--- src/hdl/bap_pkg.sv ---
`timescale 1ns / 1ps

package bap_pkg;

  // CORDIC iteration count; values above MAX_STEPS act as MAX_STEPS
  localparam int ANGLE_STEPS  = 24;
  localparam int MAX_STEPS    = 40;
  localparam int CORDIC_STEPS = (ANGLE_STEPS < MAX_STEPS) ? ANGLE_STEPS : MAX_STEPS;

  // back pipeline: squares at stage 1, sum at stage 2, one root bit per stage after that
  localparam int SQRT_BITS  = 32;
  localparam int SQRT_FIRST = 3;
  localparam int SQRT_LAST  = SQRT_FIRST + SQRT_BITS - 1;
  localparam int BACK_LAST  = (SQRT_LAST > CORDIC_STEPS) ? SQRT_LAST : CORDIC_STEPS;

  // CORDIC datapath widths
  localparam int XW          = 35;
  localparam int ZW          = 27;
  localparam int ANGLE_FRAC  = 16;
  localparam int HALF_TURN   = 180 << ANGLE_FRAC;
  localparam int PHASE_SHIFT = 9;
  localparam int PHASE_LIMIT = 23040;

  localparam int FIFO_DEPTH = 4;
  localparam int FIFO_AW    = 2;

  typedef struct packed {
    logic signed [15:0] first_real;
    logic signed [15:0] first_imag;
    logic signed [15:0] second_real;
    logic signed [15:0] second_imag;
    logic signed [15:0] third_real;
    logic signed [15:0] third_imag;
  } in_t;

  typedef struct packed {
    logic signed [31:0] product_real;
    logic signed [31:0] product_imag;
    logic        [30:0] amplitude;
    logic signed [15:0] phase_degrees;
  } out_t;

  // truncated Q3.29 triple product handed from front to back
  typedef struct packed {
    logic signed [31:0] re;
    logic signed [31:0] im;
  } prod_t;

  // atan(2^-i) in units of 1/65536 degree
  function automatic int atan_deg(input int i);
    int v;
    case (i)
      0:       v = 2949120;
      1:       v = 1740967;
      2:       v = 919879;
      3:       v = 466945;
      4:       v = 234379;
      5:       v = 117304;
      6:       v = 58666;
      7:       v = 29335;
      8:       v = 14668;
      9:       v = 7334;
      10:      v = 3667;
      11:      v = 1833;
      12:      v = 917;
      13:      v = 458;
      14:      v = 229;
      15:      v = 115;
      16:      v = 57;
      17:      v = 29;
      18:      v = 14;
      19:      v = 7;
      20:      v = 4;
      21:      v = 2;
      22:      v = 1;
      default: v = 0;
    endcase
    return v;
  endfunction

endpackage

--- src/hdl/bap_fifo.sv ---
`timescale 1ns / 1ps

module bap_fifo (
  input  logic            clk,
  input  logic            rst,
  input  logic            wr_valid,
  output logic            wr_ready,
  input  bap_pkg::prod_t  wr_data,
  output logic            rd_valid,
  input  logic            rd_ready,
  output bap_pkg::prod_t  rd_data
);

  localparam int CW = bap_pkg::FIFO_AW + 1;

  bap_pkg::prod_t              mem [bap_pkg::FIFO_DEPTH];
  logic [bap_pkg::FIFO_AW-1:0] wr_ptr, rd_ptr;
  logic [CW-1:0]               count;
  logic                        push, pop;

  assign wr_ready = count != CW'(bap_pkg::FIFO_DEPTH);
  assign rd_valid = count != '0;
  assign push     = wr_valid && wr_ready;
  assign pop      = rd_valid && rd_ready;
  assign rd_data  = mem[rd_ptr];

  always_ff @(posedge clk) begin
    if (rst) begin
      wr_ptr <= '0;
      rd_ptr <= '0;
      count  <= '0;
    end else begin
      if (push) begin
        wr_ptr <= wr_ptr + 1'b1;
      end
      if (pop) begin
        rd_ptr <= rd_ptr + 1'b1;
      end
      if (push && !pop) begin
        count <= count + 1'b1;
      end else if (pop && !push) begin
        count <= count - 1'b1;
      end
    end
  end

  always_ff @(posedge clk) begin
    if (push) begin
      mem[wr_ptr] <= wr_data;
    end
  end

endmodule

--- config.mk ---
export PLATFORM = sky130hd
export DESIGN_NAME = bap_fifo
export DESIGN_NICKNAME = d
export VERILOG_FILES = /design/src/hdl/bap_pkg.sv /design/src/hdl/bap_fifo.sv
export SDC_FILE = /design/constraint.sdc
export NUM_CORES = 1
export LEC_CHECK = 0
export ABC_AREA = 1
export BUFFER_PORTS_ARGS = -buffer_cell sky130_fd_sc_hd__buf_2
export CAP_MARGIN = 20
export CORE_MARGIN = 2
export CORE_UTILIZATION = 40
export DETAILED_ROUTE_END_ITERATION = 6
export PLACE_DENSITY = 0.66
export SLEW_MARGIN = 20
export SYNTH_ARGS = -nofsm -noshare
export SYNTH_HDL_FRONTEND = slang
export SYNTH_SLANG_ARGS = --single-unit
--- constraint.sdc ---
create_clock -name clk -period 12.22 [get_ports clk]
set_input_delay 1.833 -clock clk [delete_from_list [all_inputs] [get_ports clk]]
set_output_delay 1.833 -clock clk [all_outputs]
set_load 0.02 [all_outputs]
==> results.toml <==
[outcome]
status = "completed"

[place]
dp.cells = 1111
gp_congestion = 0.721
dpl_cell_area_mm2 = 0.0109
hpwl_mm = 11.0
numPortBuffers = 133

[route]
vias_per_cell = 5.00
drt_iter0_drc = 423
avgRoutedWirePerCell_um = 17.4
ant_nets = 0
wirelength_mm = 20.3
drc = 0
vias = 5824
drt_pass1_iterations = 4

[timing]
fmax_mhz = 211
maxSlewViolCount = 0
fin_crit_ns = 4.75
timing.slew.headroom_pct = 31.5
finalHoldViolCount = 0
worst_pin_slew_ns = 1.03
setup_viol = 0
fin_setup_tns_ns = 0
rsz0062_at_grt = "false"
post-route-period-util_pct = 38.9
fin_hold_ws_ns = 0.505
clock_skew_ns = 0.0147

[worst_setup_path]
worst-path-max-fanout = 92
crit_type = "reg2out"
crit_family = "buffers and inverters"
worstPathRequired_ns = 10.39
path_cells = "inv_4 > buf_4 > nor2_1 > o22ai_1 > buf_2"
critPathCaptureType = "output port"
slowest_stage = "buf_4"
cp_slowest_stage_delay_ns = 0.78
critPathArrivalTime_ns = 2.92
critPathBufInv = 3
cp-start-kind = "flop"

[cts]
cts_resized = 0
post-cts-setup-buffer-count = 0
clockBufferDepth = 3
path_clk_slew_ns = 0.06
cts_sinks = 265
cts_max_level = 1
clk_latency_ns = 0.52
cts_root_buf = "clkbuf_16"
cts-buffers-inserted = 27
ctsHoldBuffers = 0
cts_tree = "built"

[power_and_ir_drop]
power_mw = 2.55
p_leak_nw = 4.08
p_per_area_mw_per_mm2 = 217
peakVddDrop_mv = 0.134

[layout]
design_area_mm2 = 0.0117
final_cell_mix = "256 x edfxtp_1, 138 x nor2_1, 133 x buf_2"
num-fill-cells = 2168
instances_no_fill = 1165
drive_gt1_share_pct = 22.3
layout.cells.most_common = "edfxtp_1"
layout.nets = 890
syn_to_final_growth_pct = 17.4

[floorplanning]
rows = 57
die_w_um = 162
die_area_mm2 = 0.0262
io_pins = 134
design.core.area_mm2 = 0.0244
start_util_pct = 40.9
dieHeight_um = 162

[yosys]
synth_edf_count = 256
ys_ff_latch = 265
synth_top_area_share_pct = 77.0
synth_cell_type_count = 21
synth_cells = 687
yosys.area.top_type = "edfxtp_1"
synth_ff_type = "edfxtp_1"
syn_area_per_cell_um2 = 14.5
synth_nets = 761
ys_warn_count = 0
synthArstFlopShare_pct = 0
synth_area_leaders = "edfxtp_1 77%, nor2_1 5.3%, o22ai_1 4.0%"
netlist_area_mm2 = 0.00998
seq_area_frac_synth_pct = 78.8

[grt]
grt_pass1_vias = 5829
grt_overflow = 0
grt_pass1_wl_mm = 31.1
grt_max_degree = 93
antenna_found_initial = 5
track_usage_pct = 15.2

[run]
max_cap_violations = 0

[hold_path]
min_path_type = "reg2reg"
==> power breakdown <==
group | total (mW) | internal, mW | switching [mW]
Clock | 0.767 | 0.447 | 0.320
Combinational | 0.635 | 0.182 | 0.452
Sequential | 1.15 | 1.11 | 0.0392
Total | 2.55 | 1.74 | 0.811
==> cell families (layout without fill, tap and decap cells) <==
logic type      after synthesis  count (layout)  share of synthesized area [%]
simple gates                162             162                           6.18
buf+inv                      57             204                           3.46
xor+xnor                      1               1                         0.0878
other cells                   0               7                              0
flops                       265             265                           78.8
compound gates              196             196                           10.6
fa+ha+maj                     6               6                          0.827
==> area by class of cell <==
| type | count | area, um2 | area share [%] |
|---|---|---|---|
| sequential | 265 | 7870 | 67.2 |
| clock inverter | 16 | 144 | 1.23 |
| clock buffer | 31 | 691 | 5.89 |
| inverter | 16 | 62.6 | 0.534 |
| tap | 324 | 405 | 3.46 |
| multi-input combinational | 365 | 1800 | 15.4 |
| timing repair buffer | 141 | 726 | 6.19 |
| antenna | 7 | 17.5 | 0.149 |
==> path summary, 6_finish.rpt <==
check / slack (ns) / start / depth (start not counted) / to
setup / recovery: 7.47 / flop / 5 / rd_data[7]
hold / removal: 0.51 / rd_ptr[0] / 2 / rd_ptr[0]
setup reg to reg: 10.06 / count[0] / 5 / mem[3][55]
hold reg to reg: 0.51 / rd_ptr[0] / 2 / rd_ptr[0]
==> metal layers <==
| metal | share of wire, % | vias to the layer above | global-route usage, % |
|---|---|---|---|
| li1 | - | 2834 | - |
| met1 | 43 | 2802 | 20.3 |
| met2 | 48 | 162 | 24.3 |
| met3 | 7.4 | 26 | 4.39 |
| met4 | 1.3 | 0 | 4.47 |
| met5 | 0 | - | 0 |
==> cells in the mapped netlist, types with 3 or more instances <==
cell and instances:
a21oi_1 3, buf_2 7, buf_4 3, buf_6 14
clkbuf_1 14, clkbuf_2 3, dfxtp_1 9, edfxtp_1 256
ha_1 5, inv_1 14, nand2_1 15, nand3_1 4
nor2_1 142, o21ai_0 73, o21ai_1 56, o22ai_1 64
==> per-stage QoR <==
stage / utilization [%] / setup slack [ns]
floorplan: - / 7.10
global route: 48.0 / 7.24
CTS: 48.0 / 7.43
global placement: 44.5 / 8.04
detailed placement: 44.5 / 7.99
finish: 48.0 / 7.47
==> flip-flops by register name, indices dropped and copies added, names as in the netlist, named ones only <==
signal  count
wr_ptr      2
rd_ptr      2
mem       256
count       3
==> worst reg2reg max path: cells and delay by family (launching register included) <==
kind / cells / cell delay [ns]
buffers and inverters: 1 / 0.76
flip-flops: 1 / 0.38
AND/OR/NAND/NOR: 4 / 0.60
Power figures use the tool's default switching activity.
